--- src/hw/rtl/sdspi_pkg.sv ---
package sdspi_pkg;

    localparam int BlockBytes = 512;
    localparam int WakeBytes  = 10;
    localparam int CntW       = 10;

    typedef enum logic [5:0] {
        PH_IDLE  = 6'd0,
        PH_WAKE  = 6'd1,
        PH_TOKEN = 6'd2,
        PH_DATA  = 6'd3,
        PH_CRC   = 6'd4,
        PH_CMD   = 6'd8
    } t_phase_base;

    typedef enum logic [1:0] {
        ACT_START = 2'd0,
        ACT_READ  = 2'd1,
        ACT_BYTE  = 2'd2,
        ACT_NONE  = 2'd3
    } t_action;

    typedef enum logic [1:0] {
        CFG_RESP  = 2'd0,
        CFG_RETRY = 2'd1,
        CFG_TOKEN = 2'd2,
        CFG_NONE  = 2'd3
    } t_cfg_idx;

    localparam logic [2:0] ST_CMD0 = 3'd0;
    localparam logic [2:0] ST_CMD8 = 3'd1;
    localparam logic [2:0] ST_OCR1 = 3'd2;
    localparam logic [2:0] ST_APP  = 3'd3;
    localparam logic [2:0] ST_OP   = 3'd4;
    localparam logic [2:0] ST_OCR2 = 3'd5;
    localparam logic [2:0] ST_BLEN = 3'd6;
    localparam logic [2:0] ST_READ = 3'd7;

    localparam logic [1:0] SUB_SEND  = 2'd0;
    localparam logic [1:0] SUB_WAIT  = 2'd1;
    localparam logic [1:0] SUB_MORE  = 2'd2;
    localparam logic [1:0] SUB_TRAIL = 2'd3;

    localparam logic [3:0] S_OK      = 4'd0;
    localparam logic [3:0] S_RESP_TO = 4'd1;
    localparam logic [3:0] S_SPI     = 4'd2;
    localparam logic [3:0] S_BAD_R1  = 4'd3;
    localparam logic [3:0] S_BAD_C8  = 4'd4;
    localparam logic [3:0] S_VOLT    = 4'd5;
    localparam logic [3:0] S_RDY_TO  = 4'd6;
    localparam logic [3:0] S_BAD_OCR = 4'd7;
    localparam logic [3:0] S_TOK_TO  = 4'd8;
    localparam logic [3:0] S_ERR_TOK = 4'd9;

    typedef struct packed {
        logic       tx_valid;
        logic [7:0] tx_byte;
        logic       select_low;
        logic       data_valid;
        logic [7:0] data_byte;
        logic       done_res;
        logic [3:0] status;
        logic       high_capacity;
    } t_result;

endpackage

--- src/hw/rtl/sd_spi_init_and_block_read.sv ---
// result: registered; it appears in the cycle after the request is taken
// throughput: one request per cycle while the result is not stalled; the result register is refilled whenever it is
// empty or taken in the same cycle
// reset: synchronous, active low; returns to idle with the limits at their maxima
module sd_spi_init_and_block_read (
    input  logic        i_clk,
    input  logic        i_rst_n,
    input  logic        i_valid,
    output logic        o_stall,
    input  logic [1:0]  i_action,
    input  logic [31:0] i_sector,
    input  logic [7:0]  i_rx_byte,
    input  logic        i_rx_error,
    output logic        o_valid,
    input  logic        i_stall,
    output logic        o_tx_valid,
    output logic [7:0]  o_tx_byte,
    output logic        o_select_low,
    output logic        o_data_valid,
    output logic [7:0]  o_data_byte,
    output logic        o_done_res,
    output logic [3:0]  o_status,
    output logic        o_high_capacity,
    input  logic        i_cfg_valid,
    output logic        o_cfg_ready,
    input  logic [1:0]  i_cfg_index,
    input  logic [15:0] i_cfg_data
);
    import sdspi_pkg::*;

    logic [7:0]  r_resp_lim, r_retry_lim;
    logic [15:0] r_tok_lim;
    logic [5:0]  r_phase, n_phase;
    logic [CntW-1:0] r_bcnt, n_bcnt;
    logic [15:0] r_wcnt, n_wcnt;
    logic [7:0]  r_retry, n_retry;
    logic [5:0]  r_cidx, n_cidx;
    logic [31:0] r_carg, n_carg;
    logic [7:0]  r_resp [5];
    logic [7:0]  n_resp [5];
    logic        r_v1, n_v1, r_hc, n_hc;
    logic        r_ovalid;
    t_result     r_res, n_res;
    logic        take;

    logic [7:0]  rsp_lim, rty_lim;
    logic [15:0] tok_lim;
    logic [2:0]  step;
    logic [1:0]  sub;
    logic [7:0]  rx;

    assign o_stall     = r_ovalid & i_stall;
    assign take        = i_valid & ~o_stall;
    assign o_cfg_ready = 1'b1;
    assign rsp_lim = (r_resp_lim == 8'd0) ? 8'd1 : r_resp_lim;
    assign rty_lim = (r_retry_lim == 8'd0) ? 8'd1 : r_retry_lim;
    assign tok_lim = (r_tok_lim == 16'd0) ? 16'd1 : r_tok_lim;
    assign step = 3'((r_phase - 6'(PH_CMD)) >> 2);
    assign sub  = 2'(r_phase - 6'(PH_CMD));
    assign rx   = i_rx_byte;

    function automatic logic [7:0] frame(input logic [2:0] k, input logic [5:0] ci,
                                         input logic [31:0] ca);
        logic [7:0] b;
        unique case (k)
            3'd0: b = {2'b01, ci};
            3'd1: b = ca[31:24];
            3'd2: b = ca[23:16];
            3'd3: b = ca[15:8];
            3'd4: b = ca[7:0];
            default: b = (ci == 6'd0) ? 8'h95 : (ci == 6'd8) ? 8'h87 : 8'h01;
        endcase
        return b;
    endfunction

    always_comb begin
        n_phase = r_phase; n_bcnt = r_bcnt; n_wcnt = r_wcnt; n_retry = r_retry;
        n_cidx = r_cidx; n_carg = r_carg; n_v1 = r_v1; n_hc = r_hc;
        for (int i = 0; i < 5; i++) n_resp[i] = r_resp[i];
        n_res = '0;
        // state holds and result fields stay zero unless a branch below sets them
        if (i_action == ACT_START && r_phase == PH_IDLE) begin
            n_v1 = 1'b0; n_hc = 1'b0; n_phase = PH_WAKE; n_bcnt = '0;
            n_res.tx_valid = 1'b1; n_res.tx_byte = 8'hFF;
        end else if (i_action == ACT_READ && r_phase == PH_IDLE) begin
            n_cidx = 6'd17; n_carg = i_sector; n_phase = 6'(PH_CMD) + {1'b0, ST_READ, 2'b00};
            n_bcnt = '0; n_res.tx_valid = 1'b1; n_res.select_low = 1'b1;
            n_res.tx_byte = {2'b01, 6'd17};
        end else if (i_action == ACT_BYTE && r_phase != PH_IDLE) begin
            if (i_rx_error) begin
                n_res.done_res = 1'b1; n_res.status = S_SPI; n_phase = PH_IDLE;
            end else if (r_phase == PH_WAKE) begin
                n_bcnt = r_bcnt + 1'b1;
                if (n_bcnt < CntW'(WakeBytes)) begin
                    n_res.tx_valid = 1'b1; n_res.tx_byte = 8'hFF;
                end else begin
                    n_cidx = 6'd0; n_carg = '0; n_phase = PH_CMD; n_bcnt = '0;
                    n_res.tx_valid = 1'b1; n_res.select_low = 1'b1; n_res.tx_byte = 8'h40;
                end
            end else if (r_phase == PH_TOKEN) begin
                n_res.tx_valid = 1'b1; n_res.select_low = 1'b1; n_res.tx_byte = 8'hFF;
                if (rx == 8'hFE) begin
                    n_phase = PH_DATA; n_bcnt = '0;
                end else if (rx == 8'hFF) begin
                    n_wcnt = r_wcnt + 1'b1;
                    if (n_wcnt >= tok_lim) begin
                        n_res = '0; n_res.done_res = 1'b1; n_res.status = S_TOK_TO;
                        n_phase = PH_IDLE;
                    end
                end else begin
                    n_res = '0; n_res.done_res = 1'b1; n_res.status = S_ERR_TOK;
                    n_phase = PH_IDLE;
                end
            end else if (r_phase == PH_DATA) begin
                n_res.data_valid = 1'b1; n_res.data_byte = rx;
                n_res.tx_valid = 1'b1; n_res.select_low = 1'b1; n_res.tx_byte = 8'hFF;
                if (r_bcnt >= CntW'(BlockBytes - 1)) begin
                    n_phase = PH_CRC; n_bcnt = '0;
                end else n_bcnt = r_bcnt + 1'b1;
            end else if (r_phase == PH_CRC) begin
                n_bcnt = r_bcnt + 1'b1;
                if (n_bcnt >= CntW'(2)) begin
                    n_res.done_res = 1'b1; n_res.status = S_OK; n_phase = PH_IDLE;
                end else begin
                    n_res.tx_valid = 1'b1; n_res.select_low = 1'b1; n_res.tx_byte = 8'hFF;
                end
            end else if (r_phase < PH_CMD || r_phase >= 6'(PH_CMD) + 6'd32) begin
                n_phase = PH_IDLE;
            end else begin
                unique case (sub)
                    SUB_SEND: begin
                        n_bcnt = r_bcnt + 1'b1;
                        n_res.tx_valid = 1'b1; n_res.select_low = 1'b1;
                        if (n_bcnt < CntW'(6)) begin
                            n_res.tx_byte = frame(n_bcnt[2:0], r_cidx, r_carg);
                        end else begin
                            n_phase = r_phase + 6'd1; n_wcnt = '0; n_res.tx_byte = 8'hFF;
                        end
                    end
                    SUB_WAIT: begin
                        if (rx == 8'hFF) begin
                            n_wcnt = r_wcnt + 1'b1;
                            if (n_wcnt >= {8'd0, rsp_lim}) begin
                                n_res.done_res = 1'b1; n_res.status = S_RESP_TO;
                                n_phase = PH_IDLE;
                            end else begin
                                n_res.tx_valid = 1'b1; n_res.select_low = 1'b1;
                                n_res.tx_byte = 8'hFF;
                            end
                        end else if (!(rx == 8'h00 || rx == 8'h01 ||
                                       (step == ST_CMD8 && rx == 8'h05))) begin
                            n_res.done_res = 1'b1; n_res.status = S_BAD_R1; n_phase = PH_IDLE;
                        end else begin
                            n_resp[0] = rx;
                            if (step == ST_READ) begin
                                if (rx != 8'h00) begin
                                    n_res.done_res = 1'b1; n_res.status = S_BAD_R1;
                                    n_phase = PH_IDLE;
                                end else begin
                                    n_phase = PH_TOKEN; n_wcnt = '0;
                                    n_res.tx_valid = 1'b1; n_res.select_low = 1'b1;
                                    n_res.tx_byte = 8'hFF;
                                end
                            end else begin
                                if ((step == ST_CMD8 && rx != 8'h05) || step == ST_OCR1 ||
                                    step == ST_OCR2) begin
                                    n_phase = r_phase + 6'd1; n_bcnt = CntW'(1);
                                end else n_phase = r_phase + 6'd2;
                                n_res.tx_valid = 1'b1; n_res.select_low = 1'b1;
                                n_res.tx_byte = 8'hFF;
                            end
                        end
                    end
                    SUB_MORE: begin
                        n_resp[(r_bcnt < CntW'(5)) ? 3'(r_bcnt) : 3'd4] = rx;
                        n_bcnt = r_bcnt + 1'b1;
                        if (n_bcnt >= CntW'(5)) n_phase = r_phase + 6'd1;
                        n_res.tx_valid = 1'b1; n_res.select_low = 1'b1; n_res.tx_byte = 8'hFF;
                    end
                    default: begin
                        // evaluate the stored response and pick the next command or end the operation
                        logic       nxt;
                        logic [2:0] ns;
                        logic [5:0] ni;
                        logic [31:0] na;
                        nxt = 1'b0; ns = ST_CMD0; ni = '0; na = '0;
                        unique case (step)
                            ST_CMD0: if (r_resp[0] != 8'h01) begin
                                n_res.done_res = 1'b1; n_res.status = S_BAD_R1;
                            end else begin
                                nxt = 1'b1; ns = ST_CMD8; ni = 6'd8; na = 32'h000001AA;
                            end
                            ST_CMD8: begin
                                if (r_resp[0] == 8'h01 && r_resp[1] == 8'h00 &&
                                    r_resp[2] == 8'h00 && r_resp[3] == 8'h01 &&
                                    r_resp[4] == 8'hAA) begin
                                    n_v1 = 1'b0; nxt = 1'b1;
                                end else if (r_resp[0] == 8'h05) begin
                                    n_v1 = 1'b1; nxt = 1'b1;
                                end else begin
                                    n_res.done_res = 1'b1; n_res.status = S_BAD_C8;
                                end
                                ns = ST_OCR1; ni = 6'd58;
                            end
                            ST_OCR1: if (r_resp[0] != 8'h01) begin
                                n_res.done_res = 1'b1; n_res.status = S_BAD_R1;
                            end else if ((r_resp[2] & 8'h3C) != 8'h3C) begin
                                n_res.done_res = 1'b1; n_res.status = S_VOLT;
                            end else begin
                                n_retry = '0; nxt = 1'b1; ns = ST_APP; ni = 6'd55;
                            end
                            ST_APP: if (r_resp[0] != 8'h01) begin
                                n_res.done_res = 1'b1; n_res.status = S_BAD_R1;
                            end else begin
                                nxt = 1'b1; ns = ST_OP; ni = 6'd41;
                                na = r_v1 ? 32'd0 : 32'h40000000;
                            end
                            ST_OP: if (r_resp[0] == 8'h00) begin
                                nxt = 1'b1;
                                if (r_v1) begin
                                    ns = ST_BLEN; ni = 6'd16; na = 32'(BlockBytes);
                                end else begin
                                    ns = ST_OCR2; ni = 6'd58;
                                end
                            end else if (r_resp[0] == 8'h01) begin
                                if (r_retry != 8'hFF) n_retry = r_retry + 8'd1;
                                if (n_retry >= rty_lim) begin
                                    n_res.done_res = 1'b1; n_res.status = S_RDY_TO;
                                end else begin
                                    nxt = 1'b1; ns = ST_APP; ni = 6'd55;
                                end
                            end else begin
                                n_res.done_res = 1'b1; n_res.status = S_BAD_R1;
                            end
                            ST_OCR2: if ((r_resp[1] & 8'hC0) == 8'hC0) begin
                                n_hc = 1'b1; n_res.done_res = 1'b1; n_res.status = S_OK;
                            end else if ((r_resp[1] & 8'hC0) == 8'h80) begin
                                nxt = 1'b1; ns = ST_BLEN; ni = 6'd16; na = 32'(BlockBytes);
                            end else begin
                                n_res.done_res = 1'b1; n_res.status = S_BAD_OCR;
                            end
                            default: begin
                                n_res.done_res = 1'b1; n_res.status = S_OK;
                            end
                        endcase
                        if (nxt) begin
                            n_cidx = ni; n_carg = na; n_bcnt = '0;
                            n_phase = 6'(PH_CMD) + {1'b0, ns, 2'b00};
                            n_res.tx_valid = 1'b1; n_res.select_low = 1'b1;
                            n_res.tx_byte = {2'b01, ni};
                        end else n_phase = PH_IDLE;
                    end
                endcase
            end
        end
        n_res.high_capacity = n_hc;
    end

    always_ff @(posedge i_clk) begin
        if (!i_rst_n) begin
            r_resp_lim <= 8'hFF; r_retry_lim <= 8'hFF; r_tok_lim <= 16'hFFFF;
            r_phase <= PH_IDLE; r_bcnt <= '0; r_wcnt <= '0; r_retry <= '0;
            r_cidx <= '0; r_carg <= '0; r_v1 <= 1'b0; r_hc <= 1'b0; r_ovalid <= 1'b0;
        end else begin
            if (i_cfg_valid) begin
                unique case (t_cfg_idx'(i_cfg_index))
                    CFG_RESP:  r_resp_lim  <= i_cfg_data[7:0];
                    CFG_RETRY: r_retry_lim <= i_cfg_data[7:0];
                    CFG_TOKEN: r_tok_lim   <= i_cfg_data;
                    default: ;
                endcase
            end
            if (take) begin
                r_phase <= n_phase; r_bcnt <= n_bcnt; r_wcnt <= n_wcnt;
                r_retry <= n_retry; r_cidx <= n_cidx; r_carg <= n_carg;
                r_v1 <= n_v1; r_hc <= n_hc;
            end
            if (take) r_ovalid <= 1'b1;
            else if (!i_stall) r_ovalid <= 1'b0;
        end
    end

    always_ff @(posedge i_clk) begin
        if (take) begin
            r_res <= n_res;
            for (int i = 0; i < 5; i++) r_resp[i] <= n_resp[i];
        end
    end

    assign o_valid         = r_ovalid;
    assign o_tx_valid      = r_res.tx_valid;
    assign o_tx_byte       = r_res.tx_byte;
    assign o_select_low    = r_res.select_low;
    assign o_data_valid    = r_res.data_valid;
    assign o_data_byte     = r_res.data_byte;
    assign o_done_res      = r_res.done_res;
    assign o_status        = r_res.status;
    assign o_high_capacity = r_res.high_capacity;
endmodule

--- config.mk ---
export PLATFORM = sky130hd
export DESIGN_NAME = sd_spi_init_and_block_read
export DESIGN_NICKNAME = d
export VERILOG_FILES = /design/src/hw/rtl/sdspi_pkg.sv /design/src/hw/rtl/sd_spi_init_and_block_read.sv
export SDC_FILE = /design/constraint.sdc
export NUM_CORES = 1
export LEC_CHECK = 0
export BUFFER_PORTS_ARGS = -buffer_cell sky130_fd_sc_hd__buf_2
export CAP_MARGIN = 25
export CORE_ASPECT_RATIO = 2
export CORE_UTILIZATION = 50
export CTS_BUF_LIST = sky130_fd_sc_hd__clkbuf_4
export CTS_CLUSTER_DIAMETER = 80
export DETAILED_ROUTE_END_ITERATION = 16
export PLACE_DENSITY = 0.8
export SYNTH_ARGS = -nofsm -noshare
export SYNTH_HDL_FRONTEND = slang
export SYNTH_SLANG_ARGS = --single-unit
export TNS_END_PERCENT = 100
--- constraint.sdc ---
create_clock -name i_clk -period 10.2 [get_ports i_clk]
set_clock_uncertainty 0.05 [all_clocks]
set_input_delay 0 -clock i_clk [delete_from_list [all_inputs] [get_ports i_clk]]
set_output_delay 0 -clock i_clk [all_outputs]
set_load 0.005 [all_outputs]
==> results by group <==
Status
  – Status: complete, no violations

Critical path
  – CP peak stage delay: between 0.7 and 0.8 ns
  – Worst path required time: 10.74 ns
  – Worst setup SP type: register
  – Crit Path Class: register to register
  – Worst path slowest cell: nor2_4
  – Max Fanout on Critical Path: 36
  – Register-to-Register Path Depth: 16
  – Worst EP arrival: about 6.0 ns
  – Crit path cell chain: ha_1 > nand2_1 > nor3_1 > nor2_1 > nand2_1 > xnor2_1 > ha_1 > o21a_1 > a21oi_1 > or3_1 > a21oi_1 > a21boi_1 > o211a_1 > nor2_4 > a32o_1 > dlygate4sd3_1
  – Crit end category: register

Clock network
  – CTS sink cnt: 178
  – Clock slew at reported path FFs: approximately 0.15 ns
  – Root Buffer: clkbuf_4
  – Total CTS buffers: 17
  – CTS tree: built
  – Clk buf depth: 2
  – Clk_lat worst skew: 0.64 ns
  – Setup Buffers After CTS: 0
  – Depth of the CTS H-tree: 4

Placement
  – GP Congestion: around 1.1
  – IO Port Bufs: 92
  – Post-Place Worst Slack: roughly 5.5 ns
  – Post-DP Area: 11,200 µm²
  – Post-DP HPWL: between 20,000 and 30,000 µm
  – Placed instance count: 1,511

Detailed routing
  – DR vias: 10,500
  – DRT Pass-1 Iters: 6
  – Final wirelength: 36,400 µm
  – Drt drc: 0
  – Drt first-iter violations: between 700 and 800
  – Via density per instance: roughly 6.5
  – Post-DRT Antenna Nets: 0
  – Routed WL per cell: 22.5 µm

Finish
  – Final non-filler cell total: 1,620
  – Final Instance Area: 12,200 µm²
  – Nets: 1,452
  – Register Area: 4210 µm²
  – Most frequent cells in the layout: nand2_1, dfxtp_1, buf_2
  – Layout cells sized above 1: 13.1%
  – Finished Core Util: 58.5%
  – Area growth syn-to-layout: 14.8%
  – Multi-input gate area: 5910 µm²
  – Number of fillers in the final layout: 1,840
  – Commonest non-fill, non-tap cell in the layout: nand2_1

GRT
  – All-Layer GR Usage: 33.9%
  – Vias in the first global route: 10,300
  – Initial antenna violation count: 2
  – Gr ovfl total: 0
  – Largest net degree at the start of global routing: 97
  – First-pass GRT wire length: 56,400 µm

Power and ir drop
  – P_leak: 4.96 nW
  – Tot Pwr: 1.32 mW
  – Maximum vdd ir drop: between 70 and 80 µV
  – Pwr dens: ~110 nW/µm²

Floorplan
  – Core Region: 20,900 µm²
  – Row cnt: 75
  – Total I/O pin count: 94
  – Die Area: around 22,000 µm²
  – Die Span X: 105 µm
  – Height of the die: 208 µm
  – Initial Utilization: 50.9%

Timing
  – Slew Limit Fails: 0
  – Minimum clock period: about 5.4 ns
  – RSZ-0062 raised after global routing: false
  – Slew headroom: between 30% and 40%
  – # setup viols final: 0
  – Worst slew pin tran: 1.00 ns
  – Final Worst Setup Slack: approximately 4.8 ns
  – Tcrit/Tclk final: a little over half
  – Hold Slack: 0.0462 ns
  – Highest Clock Rate: around 180 MHz
  – Setup_tns: 0 ns
  – Hold Vio Cnt, Final: 0

Synthesis
  – Syn_nets: 1,328
  – Seq/Total Area, Yosys: 39.6%
  – Yosys reg bits: roughly 180
  – Top cell type's share of synthesized area: 21.2%
  – Synth area leader: dfxtp_1
  – Synth area leaders: dfxtp_1, edfxtp_1, ha_1, nand2_1, nor2_1
  – Primary FF master, synth: dfxtp_1
  – Post-synth EDFFs: 65
  – Post-Syn Area: 10,700 µm²
  – Async SR Flop Fraction: 0%
  – Avg Inst Size Synth: 8.78 µm²
  – Total number of yosys warnings: 0
  – Netlist cell types: 97
  – Cell count after synthesis: 1,213

Run
  – Max cap viols: 0

Hold path
  – Worst hold path cell count: 3
  – Worst Hold Class: primary input to register
## cells in the mapped netlist, drive strengths merged (9+ instances only)
cell type,number
xnor2,14
a211oi,11
a21oi,61
nor4,25
nand2,146
o211ai,45
clkbuf,55
edfxtp,65
or4,12
nor2b,11
nand3,55
ha,49
and2,27
nor2,89
inv,51
nand4,15
nor3,36
o22ai,10
dfxtp,113
o21ai,57
a32o,27
a21o,15
mux2i,14
a31oi,9
and3,14
buf,24
nand2b,13
xor2,9
## worst max-delay path: cells and delay by family, from the launching register on
kind                       cells  cell delay, ns
AOI/OAI and AO/OA              6            1.37
and+or+nand+nor                6            2.29
xor gates and xnor gates       1            0.09
adders and majority gates      2            0.54
buffers and inverters          1            0.55
DFF                            1            0.45
## worst paths after layout
check | from | to | slack (ns)
hold / removal | i_sector[12] | r_carg[12] | 0.05
hold reg to reg | r_carg[8] | r_carg[8] | 0.43
setup / recovery | r_retry[0] | r_carg[6] | 4.79
setup reg to reg | r_retry[0] | r_carg[6] | 4.79
## area by class of cell
class                      count  area share (%)
multi-input combinational    905            48.3
sequential                   178            34.5
timing repair buffer         184            10.9
tap                          269            2.75
inverter                      51            1.57
clock buffer                  18            1.10
clock inverter                14           0.869
antenna                        1          0.0205
## timing repair
item,in CTS,in global routing
hold endpoints to repair,133,0
setup endpoints to repair,0,0
hold buffers,75,0
gates resized for setup,0,0
## logic make-up after synthesis
logic type | after synthesis | synth area share [%]
compound gates | 334 | 23.0
xor+xnor | 23 | 1.89
fa+ha+maj | 49 | 5.75
buf+inv | 130 | 4.98
flops | 178 | 39.6
mux | 17 | 1.63
other cells | 1 | 0.0352
simple gates | 481 | 23.1
## flip-flops by register name, summed over array words and instances (netlist names), 6 cells and up
name / cells
o_data_byte: 8
o_tx_byte: 8
r_bcnt: 10
r_carg: 32
r_cidx: 6
r_phase: 6
r_resp: 40
r_resp_lim: 8
r_retry: 8
r_retry_lim: 8
r_tok_lim: 16
r_wcnt: 16
## where the power goes
| part | switching [mW] | total (mW) | internal, mW |
|---|---|---|---|
| Combinational | 0.116 | 0.188 | 0.0713 |
| Sequential | 0.0110 | 0.765 | 0.754 |
| Clock | 0.270 | 0.371 | 0.101 |
| Total | 0.397 | 1.32 | 0.927 |
## metal layers
layer  part of all wire [%]  up-vias  GRT usage [%]
li1                       -     4801              -
met1                     34     4954           34.5
met2                     51      556           60.0
met3                    6.2      209           6.30
met4                    9.0        2           27.0
met5                  0.036        -              0
Power figures use the tool's default switching activity.
